**config.mk**
```make
export PLATFORM = sky130hd
export DESIGN_NAME = sorted_unique_key_table_unit
export DESIGN_NICKNAME = d
export VERILOG_FILES = /design/src/design/sukt_pkg.sv /design/src/design/sukt_cell.sv /design/src/design/sorted_unique_key_table_unit.sv
export SDC_FILE = /design/constraint.sdc
export NUM_CORES = 2
export LEC_CHECK = 0
export BUFFER_PORTS_ARGS = -buffer_cell sky130_fd_sc_hd__clkbuf_2
export CAP_MARGIN = 20
export CELL_PAD_IN_SITES_DETAIL_PLACEMENT = 1
export CELL_PAD_IN_SITES_GLOBAL_PLACEMENT = 1
export CORE_ASPECT_RATIO = 1.2
export CORE_MARGIN = 4
export CORE_UTILIZATION = 55
export DETAILED_ROUTE_END_ITERATION = 8
export HOLD_SLACK_MARGIN = 0.12
export PLACE_DENSITY = 0.92
export SYNTH_ARGS = -nofsm -noshare
export SYNTH_HDL_FRONTEND = slang
export SYNTH_SLANG_ARGS = --single-unit
```
**constraint.sdc**
```tcl
create_clock -name clock -period 26.7 [get_ports clock]
set_clock_uncertainty 0.1 [all_clocks]
set_input_delay 1.335 -clock clock [delete_from_list [all_inputs] [get_ports clock]]
set_output_delay 1.335 -clock clock [all_outputs]
set_load 0.005 [all_outputs]
```
**src/design/sukt_pkg.sv**
```systemverilog
`timescale 1ns / 1ps
`default_nettype none

package sukt_pkg;

   localparam int KEY_W = 64;
   localparam int POS_W = 4;
   localparam int CNT_W = 5;

   typedef enum logic [1:0] {
      OP_INSERT = 2'd0,
      OP_REMOVE = 2'd1,
      OP_FIND   = 2'd2,
      OP_READ   = 2'd3
   } opcode_type;

   typedef enum logic [1:0] {
      STS_DONE = 2'd0,
      STS_DUP  = 2'd1,
      STS_FULL = 2'd2,
      STS_MISS = 2'd3
   } status_type;

   typedef enum logic [0:0] {
      FSM_IDLE = 1'b0,
      FSM_EXEC = 1'b1
   } fsm_type;

   typedef struct packed {
      opcode_type             opcode;
      logic [KEY_W-1:0]       key;
      logic [POS_W-1:0]       position;
   } req_type;

   typedef struct packed {
      status_type             status;
      logic [POS_W-1:0]       found_index;
      logic [KEY_W-1:0]       entry_key;
      logic [CNT_W-1:0]       entry_count;
   } rsp_type;

   // Update command broadcast along the cell row.
   typedef struct packed {
      logic insert;
      logic remove;
   } cell_ctrl_type;

endpackage

`default_nettype wire

```
**src/design/sukt_cell.sv**
```systemverilog
`timescale 1ns / 1ps
`default_nettype none

module sukt_cell (
   input  wire                          clock,
   input  wire                          capture,
   input  wire                          occupied,
   input  wire [sukt_pkg::KEY_W-1:0]    key_in,
   input  wire [sukt_pkg::KEY_W-1:0]    op_key,
   input  wire sukt_pkg::cell_ctrl_type ctrl,
   input  wire [sukt_pkg::KEY_W-1:0]    lower_key,
   input  wire                          lower_lt,
   input  wire [sukt_pkg::KEY_W-1:0]    upper_key,
   output logic [sukt_pkg::KEY_W-1:0]   stored_key,
   output logic                         lt_flag,
   output logic                         eq_flag
);

   logic [sukt_pkg::KEY_W-1:0] key_ff;
   logic                       lt_ff;
   logic                       eq_ff;

   // Latch the compare against the incoming key.
   always_ff @(posedge clock) begin
      if (capture) begin
         lt_ff <= occupied && (key_ff < key_in);
         eq_ff <= occupied && (key_ff == key_in);
      end
   end

   // Cells at or above the ordered position shift: up on insert, down on remove.
   always_ff @(posedge clock) begin
      if (ctrl.insert && !lt_ff) begin
         key_ff <= lower_lt ? op_key : lower_key;
      end else if (ctrl.remove && !lt_ff) begin
         key_ff <= upper_key;
      end
   end

   assign stored_key = key_ff;
   assign lt_flag    = lt_ff;
   assign eq_flag    = eq_ff;

endmodule

`default_nettype wire

```
**src/design/sorted_unique_key_table_unit.sv**
```systemverilog
`timescale 1ns / 1ps
`default_nettype none

// Sorted table of up to DEPTH unique keys, kept in ascending unsigned order.
// Request channel (req_valid/req_ready/req_data): one transaction carries an
// opcode (insert, remove, find, read at position), a packed key and a position.
// Keys are masked to their low KEY_BYTES bytes on entry.
// Response channel (rsp_valid/rsp_ready/rsp_data): exactly one transaction per
// request, carrying status, index, read key and the entry count afterwards.
// Sequence: on acceptance of a request every cell registers its compare against
// the key on that same edge; then, in the execute state and once the response
// slot is free, the cell row shifts and the response register and rsp_valid load.
// Request flow: a new request is taken only in the idle state, after the compare
// and the shift of the previous one; req_ready is high in the idle state.
// Receiver stall: while the previous response still waits, the block holds in
// the execute state with the table unchanged, and commits once the slot frees.
// Reset: clears the entry count, so the table is empty; key cells keep
// whatever they held, and only cells below the count are ever looked at.
module sorted_unique_key_table_unit #(
   parameter int DEPTH     = 16,
   parameter int KEY_BYTES = 8
) (
   input  wire                      clock,
   input  wire                      reset,
   input  wire                      req_valid,
   output logic                     req_ready,
   input  wire sukt_pkg::req_type   req_data,
   output logic                     rsp_valid,
   input  wire                      rsp_ready,
   output sukt_pkg::rsp_type        rsp_data
);

   localparam int IW = $clog2(DEPTH);
   localparam int CW = $clog2(DEPTH + 1);
   localparam int PW = CW + sukt_pkg::POS_W;
   localparam logic [sukt_pkg::KEY_W-1:0] KEY_MASK = (KEY_BYTES >= 8) ?
      {sukt_pkg::KEY_W{1'b1}} :
      ((sukt_pkg::KEY_W'(1) << (8 * KEY_BYTES)) - sukt_pkg::KEY_W'(1));

   // Control state
   sukt_pkg::fsm_type   state_ff, state_in;
   logic [CW-1:0]       count_ff, count_in;
   logic                rsp_valid_ff;

   // Held request
   sukt_pkg::opcode_type         op_ff;
   logic [sukt_pkg::KEY_W-1:0]   key_ff;
   logic [sukt_pkg::POS_W-1:0]   pos_ff;
   logic [sukt_pkg::KEY_W-1:0]   rd_key_ff;
   logic                         rd_ok_ff;
   sukt_pkg::rsp_type            rsp_ff, rsp_in;

   logic                         accept;
   logic                         exec_go;
   logic                         rsp_free;
   logic [sukt_pkg::KEY_W-1:0]   req_key_m;
   logic [IW+3:0]                pos_wide;
   logic [IW-1:0]                pos_idx;
   sukt_pkg::cell_ctrl_type      cell_ctrl;

   logic [sukt_pkg::KEY_W-1:0]   cell_key [DEPTH];
   logic [DEPTH-1:0]             lt_vec;
   logic [DEPTH-1:0]             eq_vec;
   logic [DEPTH-1:0]             bnd_vec;
   logic                         any_eq;
   logic [IW-1:0]                eq_idx;
   logic [CW-1:0]                ins_at;
   logic [IW+3:0]                eq_idx_wide;
   logic [CW+3:0]                ins_at_wide;
   logic [CW+4:0]                count_wide;
   logic                         full;

   assign accept    = req_valid && req_ready;
   assign rsp_free  = !rsp_valid_ff || rsp_ready;
   assign req_key_m = req_data.key & KEY_MASK;
   assign pos_wide  = (IW + 4)'(req_data.position);
   assign pos_idx   = pos_wide[IW-1:0];

   // ---------------------------------------------------------------------
   // Cell row: each cell holds one key and talks to both neighbors.
   // ---------------------------------------------------------------------
   genvar g;
   generate
      for (g = 0; g < DEPTH; g++) begin : g_cell
         logic [sukt_pkg::KEY_W-1:0] lo_key;
         logic                       lo_lt;
         logic [sukt_pkg::KEY_W-1:0] up_key;
         logic                       occ;

         if (g == 0) begin : g_first
            assign lo_key = key_ff;
            assign lo_lt  = 1'b1;
         end else begin : g_mid
            assign lo_key = cell_key[g-1];
            assign lo_lt  = lt_vec[g-1];
         end

         if (g == DEPTH - 1) begin : g_last
            assign up_key = cell_key[g];
         end else begin : g_body
            assign up_key = cell_key[g+1];
         end

         assign occ = CW'(g) < count_ff;

         sukt_cell u_cell (
            .clock      (clock),
            .capture    (accept),
            .occupied   (occ),
            .key_in     (req_key_m),
            .op_key     (key_ff),
            .ctrl       (cell_ctrl),
            .lower_key  (lo_key),
            .lower_lt   (lo_lt),
            .upper_key  (up_key),
            .stored_key (cell_key[g]),
            .lt_flag    (lt_vec[g]),
            .eq_flag    (eq_vec[g])
         );
      end
   endgenerate

   // ---------------------------------------------------------------------
   // Encode the registered flags. Below-key flags form a prefix, so the
   // insert position is one past the last set flag; at most one equal flag is set.
   // ---------------------------------------------------------------------
   assign bnd_vec = lt_vec & ~({1'b0, lt_vec[DEPTH-1:1]});
   assign any_eq  = |eq_vec;
   assign full    = count_ff == CW'(DEPTH);

   always_comb begin
      eq_idx = '0;
      ins_at = '0;
      for (int i = 0; i < DEPTH; i++) begin
         if (eq_vec[i]) begin
            eq_idx = eq_idx | IW'(i);
         end
         if (bnd_vec[i]) begin
            ins_at = ins_at | CW'(i + 1);
         end
      end
   end

   assign eq_idx_wide = (IW + 4)'(eq_idx);
   assign ins_at_wide = (CW + 4)'(ins_at);
   assign count_wide  = (CW + 5)'(count_in);

   // ---------------------------------------------------------------------
   // Result and table update for the held transaction.
   // ---------------------------------------------------------------------
   always_comb begin
      count_in           = count_ff;
      cell_ctrl          = '0;
      rsp_in.status      = sukt_pkg::STS_DONE;
      rsp_in.found_index = '0;
      rsp_in.entry_key   = '0;
      unique case (op_ff)
         sukt_pkg::OP_INSERT: begin
            if (full) begin
               rsp_in.status = sukt_pkg::STS_FULL;
            end else if (any_eq) begin
               rsp_in.status      = sukt_pkg::STS_DUP;
               rsp_in.found_index = eq_idx_wide[sukt_pkg::POS_W-1:0];
            end else begin
               rsp_in.found_index = ins_at_wide[sukt_pkg::POS_W-1:0];
               cell_ctrl.insert   = exec_go;
               count_in           = count_ff + CW'(1);
            end
         end
         sukt_pkg::OP_REMOVE: begin
            if (any_eq) begin
               rsp_in.found_index = eq_idx_wide[sukt_pkg::POS_W-1:0];
               cell_ctrl.remove   = exec_go;
               count_in           = count_ff - CW'(1);
            end else begin
               rsp_in.status = sukt_pkg::STS_MISS;
            end
         end
         sukt_pkg::OP_FIND: begin
            if (any_eq) begin
               rsp_in.found_index = eq_idx_wide[sukt_pkg::POS_W-1:0];
            end else begin
               rsp_in.status = sukt_pkg::STS_MISS;
            end
         end
         sukt_pkg::OP_READ: begin
            rsp_in.found_index = pos_ff;
            if (rd_ok_ff) begin
               rsp_in.entry_key = rd_key_ff;
            end else begin
               rsp_in.status = sukt_pkg::STS_MISS;
            end
         end
         default: begin
            rsp_in.status = sukt_pkg::STS_MISS;
         end
      endcase
      rsp_in.entry_count = count_wide[sukt_pkg::CNT_W-1:0];
   end

   // ---------------------------------------------------------------------
   // Sequencer
   // ---------------------------------------------------------------------
   always_comb begin
      state_in = state_ff;
      unique case (state_ff)
         sukt_pkg::FSM_IDLE: begin
            if (req_valid) begin
               state_in = sukt_pkg::FSM_EXEC;
            end
         end
         sukt_pkg::FSM_EXEC: begin
            if (rsp_free) begin
               state_in = sukt_pkg::FSM_IDLE;
            end
         end
         default: begin
            state_in = sukt_pkg::FSM_IDLE;
         end
      endcase
   end

   always_comb begin
      req_ready = 1'b0;
      exec_go   = 1'b0;
      unique case (state_ff)
         sukt_pkg::FSM_IDLE: begin
            req_ready = 1'b1;
         end
         sukt_pkg::FSM_EXEC: begin
            exec_go = rsp_free;
         end
         default: begin
            req_ready = 1'b0;
         end
      endcase
   end

   always_ff @(posedge clock) begin
      if (reset) begin
         state_ff     <= sukt_pkg::FSM_IDLE;
         count_ff     <= '0;
         rsp_valid_ff <= 1'b0;
      end else begin
         state_ff <= state_in;
         if (exec_go) begin
            count_ff     <= count_in;
            rsp_valid_ff <= 1'b1;
         end else if (rsp_ready) begin
            rsp_valid_ff <= 1'b0;
         end
      end
   end

   // Capture the request and the addressed entry for a read.
   always_ff @(posedge clock) begin
      if (accept) begin
         op_ff     <= req_data.opcode;
         key_ff    <= req_key_m;
         pos_ff    <= req_data.position;
         rd_key_ff <= cell_key[pos_idx];
         rd_ok_ff  <= PW'(req_data.position) < PW'(count_ff);
      end
      if (exec_go) begin
         rsp_ff <= rsp_in;
      end
   end

   assign rsp_valid = rsp_valid_ff;
   assign rsp_data  = rsp_ff;

   // ---------------------------------------------------------------------
   // Assertions
   // ---------------------------------------------------------------------
   a_count_bound: assert property (@(posedge clock) disable iff (reset)
      count_ff <= CW'(DEPTH))
      else $error("entry count beyond table depth");

   a_keys_unique: assert property (@(posedge clock) disable iff (reset)
      state_ff == sukt_pkg::FSM_EXEC |-> $onehot0(eq_vec))
      else $error("key matched in more than one cell");

   a_keys_sorted: assert property (@(posedge clock) disable iff (reset)
      state_ff == sukt_pkg::FSM_EXEC |-> $onehot0(bnd_vec))
      else $error("cell row out of order");

   a_hold_on_stall: assert property (@(posedge clock) disable iff (reset)
      state_ff == sukt_pkg::FSM_EXEC && rsp_valid_ff && !rsp_ready
      |=> state_ff == sukt_pkg::FSM_EXEC && $stable(count_ff))
      else $error("table changed while response stalled");

   a_insert_count: assert property (@(posedge clock) disable iff (reset)
      cell_ctrl.insert |=> count_ff == $past(count_ff) + CW'(1))
      else $error("insert did not advance count");

endmodule

`default_nettype wire
```
After elaboration in Yosys (flattened, before gate mapping) --
Cells that the tools add are included.
Storage, ports and cells: bits of input ports 74, logic and storage cells 324, memory bits (writable) 0, output and inout port bits 77, memory bits (read-only) 0, bits in registers 1273, memories kept 0, latch bits 0
Cells by class: equality and inequality tests 20, reductions and logical operators 102, shift operators 0, bitwise logic cells 4, $lt $le $gt $ge 34, muxes and demuxes 102, multipliers 0, div/mod/pow operators 0, add/subtract/negate cells 2
Operators with widths (number):
- $mux 64 | 47
- $eq 64x64->1 | 16
- $lt 64x64->1 | 16
- $bmux 64 s4 | 1
- $mux 4 | 19
- $logic_and 1x1->1 | 64
- $lt 4x5->1 const A | 8
- $reduce_bool 2->1 | 16
- $mux 3 | 8
- $lt 3x5->1 const A | 4
- $pmux 6 s3 | 1
- $logic_not 1->1 | 17
- $and 16x16->16 | 1
- $not 15->16 | 1
- $reduce_or 16->1 | 1
- $mux 5 | 3
- $mux 1 | 14
- $mux 2 | 7
- $lt 1x5->1 const A | 2
- $lt 2x5->1 const A | 2
- $pmux 5 s2 | 1
- $add 5x1->5 const B | 1
- $eq 5x5->1 const B | 1
- $ge 5x5->1 const B | 1
- 11 further kinds | 12

Logic depth before layout (Yosys ltp) --
depth after elaboration 20, gate-level depth with buffers 12, mapped depth without buffers 8

Cells and area by module --
From an unflattened synthesis, not the netlist that was laid out.
Second synthesis, totals: cell total of the unflattened synthesis 9011, area, all modules 94954.8 µm²
Modules (own cells, without submodules):
- sukt_cell | cells an instance 510, sequential area each 1981.9 µm², instances 16, area each 4952.2 µm²
- sorted_unique_key_table_unit | cells an instance 851, sequential area each 6446.2 µm², instances 1, area each 15718.8 µm²

Least setup slack after synthesis --
No wires, ideal clock.
kind input port to flip-flop, start point input port req_valid, end point register key_ff (netlist bit g_cell[0].lo_key[0]) (enable), required time 25883 ps, stages on the path 1, path slack 17334 ps, arrival time 8549 ps, path buffers 0, path through nor2b_1
On the way: word-level cells in the longest chain between the ends 1
RTL lines:
- from (decl) | RTL line sorted_unique_key_table_unit.sv:25 | input wire req_valid,
- $logic_and 1x1->1 | RTL line sorted_unique_key_table_unit.sv:73 | assign accept = req_valid && req_ready;
- to (signal assigned) | RTL line sorted_unique_key_table_unit.sv:259 | key_ff <= req_key_m;
- to (decl) | RTL line sorted_unique_key_table_unit.sv:47 | logic [sukt_pkg::KEY_W-1:0] key_ff;
Every way passes these cells. A chain may end at the register's enable or synchronous reset.

Worst setup path in the final report --
start point input port req_data[61] (netlist bit), end point register g_cell[12].u_cell.lt_ff, data pin
On the way: word-level cells in the longest chain between the ends 2
RTL lines:
- from (decl) | RTL line sorted_unique_key_table_unit.sv:27 | input wire sukt_pkg::req_type req_data,
- $lt 64x64->1 | RTL line sukt_cell.sv:26 | lt_ff <= occupied && (key_ff < key_in);
- $logic_and 1x1->1 | RTL line sukt_cell.sv:26
- to (signal assigned) | RTL line sukt_cell.sv:26
- to (decl) | RTL line sukt_cell.sv:20 | logic lt_ff;
Every way passes these cells.

==> summary.txt <==
Detailed routing
  • Uppermost layer routed: met5
  • Drc violations: 0
  • Routed wl met2: 175,000 µm
  • Final ANT Viol Nets: 0
  • Met3 WL: 57,800 µm
  • DRT iter0 DRCs: 12,400
  • Routed WL: 410,000 µm
  • Wire per inst: 40.6 µm
  • Vias/cell: 7.90
  • Via count: 79,600
  • Drt pass-1 iters: 6
  • DRT met1 WL: 127,000 µm

Worst setup path
  • Slowest CP cell: nor4_2
  • CP max FO: 16
  • Reg2Reg Setup Slack: 21.37 ns
  • CP peak stage delay: 1.28 ns
  • CP Class: in2reg
  • Startpoint types: primary input
  • Crit end category: register
  • Critical path cell sequence: clkbuf_2 > inv_1 > ha_1 > nand4_1 > nor4_2 > nand3_1 > or3_1 > a31oi_1 > nor4b_1
  • Reg2reg start: count_ff[1]
  • R2r worst-path depth: 11
  • CP required: 27.18 ns
  • Reg2reg end: g_cell[6].u_cell.stored_key[42]
  • Crit path DAT: 5.97 ns

CTS
  • Total CTS buffers: 145
  • Setup bufs post-CTS: 0
  • Root buffer cell: clkbuf_16
  • Clk pin slew, worst setup/hold paths: 0.07 ns
  • Clock buffer depth: 3
  • CTS-repair resized insts: 0
  • CTS tree: yes
  • CTS Hold Buffers Added: 0
  • CTS Sinks: 1,273
  • Worst-Skew Late Latency: 0.88 ns
  • Htree depth: 4

Power
  • Comb power frac: 0.146
  • Pleak: 38.2 nW
  • Cell Pwr Density: 53.8 nW/µm²
  • Sequential share of power: 0.444
  • Peak VDD IR: 0.0000778 V
  • Sw frac: 0.289
  • Net Switching: 1.51 mW
  • Power Total: 5.24 mW
  • Part of the power in the clock network: 0.410
  • Internal Power: 3.73 mW

STA
  • # setup viols final: 0
  • Setup ws final: 21.21 ns
  • Final TNS setup: 0 ns
  • Min Tclk post-route: 5.49 ns
  • Fmax: 182 MHz
  • Hold WS: 0.454 ns
  • Final period utilization: 0.206
  • Final Hold Viols: 0
  • Slew @ Worst Pin: 1.59 ns
  • RSZ-0062 raised after global routing: no
  • Rel. slew slack: -0.0659
  • Max Transition Viols Final: 2

Logic synthesis
  • Post-Syn Nets: 8,950
  • Main synth FF type: edfxtp_1
  • Post-Synthesis Cells: 7,843
  • Register bit total from synthesis: 1,273
  • Post-synth EDFFs: 1,266
  • Mean post-synth cell area: 11.4 µm²
  • Seq/Total Area, Yosys: 0.426
  • Yosys cell types: 72
  • Cell area after synthesis: 89,600 µm²
  • Yosys Warn Count: 0
  • Fraction of registers with async set/reset: 0

Finish
  • Nets: 8,928
  • Most frequent cells in the layout: a21oi_1 (1,301), edfxtp_1 (1,266), ha_1 (1,032)
  • Share of layout cells above drive strength 1: 0.130
  • Area delta synth->final: 8.77%
  • Non-Filler Instances: 10,100
  • Design area: 97,400 µm²
  • Commonest non-fill, non-tap cell in the layout: a21oi_1
  • Final core occ: 0.605

Place
  • Post-DP Area: 92,300 µm²
  • Final Wtd Congestion: 1.06
  • Placed cell count: 9,779
  • Buffers on Ports: 150
  • Detailed placement HPWL: 267,000 µm
  • Post-Place Setup Slack: 21.09 ns

Floorplan
  • Die outline area: 169,000 µm²
  • I/O pin cnt: 151
  • Die H: 450 µm
  • Initial Utilization: 0.556
  • Row Count: 161
  • Die Span X: 376 µm
  • Core outline area: 161,000 µm²

Run status
  • Failing checks: max-capacitance violations, max-slew violations
  • Run status: finished, violations left

Min path
  • HP Class: reg2reg
  • Hold EP: rsp_data[46]
  • Worst hold path depth: 1
  • Beginning of the worst hold path: rd_key_ff[41]

Global route
  • Gr usage total: 0.474
  • Initial antenna violation count: 37
  • First-pass GRT wire length: 582,000 µm
  • Grt total ovfl: 0
  • Largest net degree at the start of global routing: 84
  • Number of global-route vias before repair: 82,200

Flow run
  • Max cap viols: 1
[area by class of cell]
class | count | area [µm²]
fill | 16400 | 63700
multi-input combinational | 5966 | 49100
clock inverter | 92 | 991
clock buffer | 175 | 3840
sequential | 1273 | 38200
tap | 2119 | 2650
inverter | 117 | 442
timing repair buffer | 318 | 2210
antenna | 21 | 52.6
[registers in the layout, summed over array words and instances, names as in the netlist]
name,flops
g_cell.lo_key,64
state_ff,1
count_ff,5
op_ff,2
rsp_data,75
g_cell.u_cell.lt_flag,16
rsp_valid,1
rd_key_ff,64
g_cell.u_cell.stored_key,1024
rd_ok_ff,1
g_cell.u_cell.eq_flag,16
pos_ff,4
[power groups by stage]
stage          clock network [mW]  logic [mW]  registers, mW
3_5_place_dp                    0       0.703           2.36
6_report                     2.15       0.764           2.33
4_1_cts                      2.13       0.718           2.32
5_1_grt                      2.22       0.782           2.33
3_3_place_gp                    0       0.657           2.36
2_1_floorplan                   0       0.457           2.32
[kinds of logic (layout without fill, tap and decap cells)]
logic type                 count (synthesis)  count (layout)  share of synthesized area
xor gates and xnor gates                   1               1                  0.0000978
AOI/OAI and AO/OA                       1806            1806                      0.113
muxes                                   1342            1342                      0.196
buffers and inverters                    604             702                     0.0296
adders and majority gates               1033            1033                      0.144
other                                      0              21                          0
and+or+nand+nor                         1784            1784                     0.0910
DFF                                     1273            1273                      0.426
[worst max-delay path: cells and delay by family]
kind	cells	cell delay, ns
buffers and inverters	2	0.67
AOI/OAI and AO/OA	1	0.30
and+or+nand+nor	5	3.34
adders and majority gates	1	0.29
[synthesized netlist by cell type, types with 26 or more instances]
master	n	area [µm²]
a21oi_1	1301	6510
edfxtp_1	1266	38000
ha_1	1033	12900
nor2_1	1020	3830
mux2i_1	896	8970
mux4_2	320	7210
clkbuf_1	251	942
nand4_1	204	1280
a21o_1	177	1330
nand2_1	163	612
o21ai_0	135	676
buf_2	132	661
mux2_2	126	1420
inv_1	116	435
nand3_1	90	450
and3_1	77	482
buf_4	58	435
nor2b_1	57	357
nor3_1	51	255
buf_1	46	173
a211oi_1	37	278
nor4_1	37	231
and4_1	26	228
[routing by layer]
layer / track usage / vias to the layer above
met5: 0.0114 / -
met4: 0.426 / 14
met3: 0.172 / 2783
met2: 0.702 / 7527
met1: 0.535 / 38900
li1: - / 30400
[worst max path at each step]
stage                      start                         endpoint  depth (start not counted)
global placement    req_data[61]        g_cell[13].u_cell.eq_flag                          8
detailed placement  req_data[64]         g_cell[8].u_cell.lt_flag                          9
floorplan              req_valid              g_cell[0].lo_key[0]                          1
finish              req_data[61]        g_cell[12].u_cell.lt_flag                          9
CTS                  count_ff[1]  g_cell[3].u_cell.stored_key[33]                         10
global route         count_ff[1]  g_cell[6].u_cell.stored_key[39]                         11
Power figures use the tool's default switching activity.
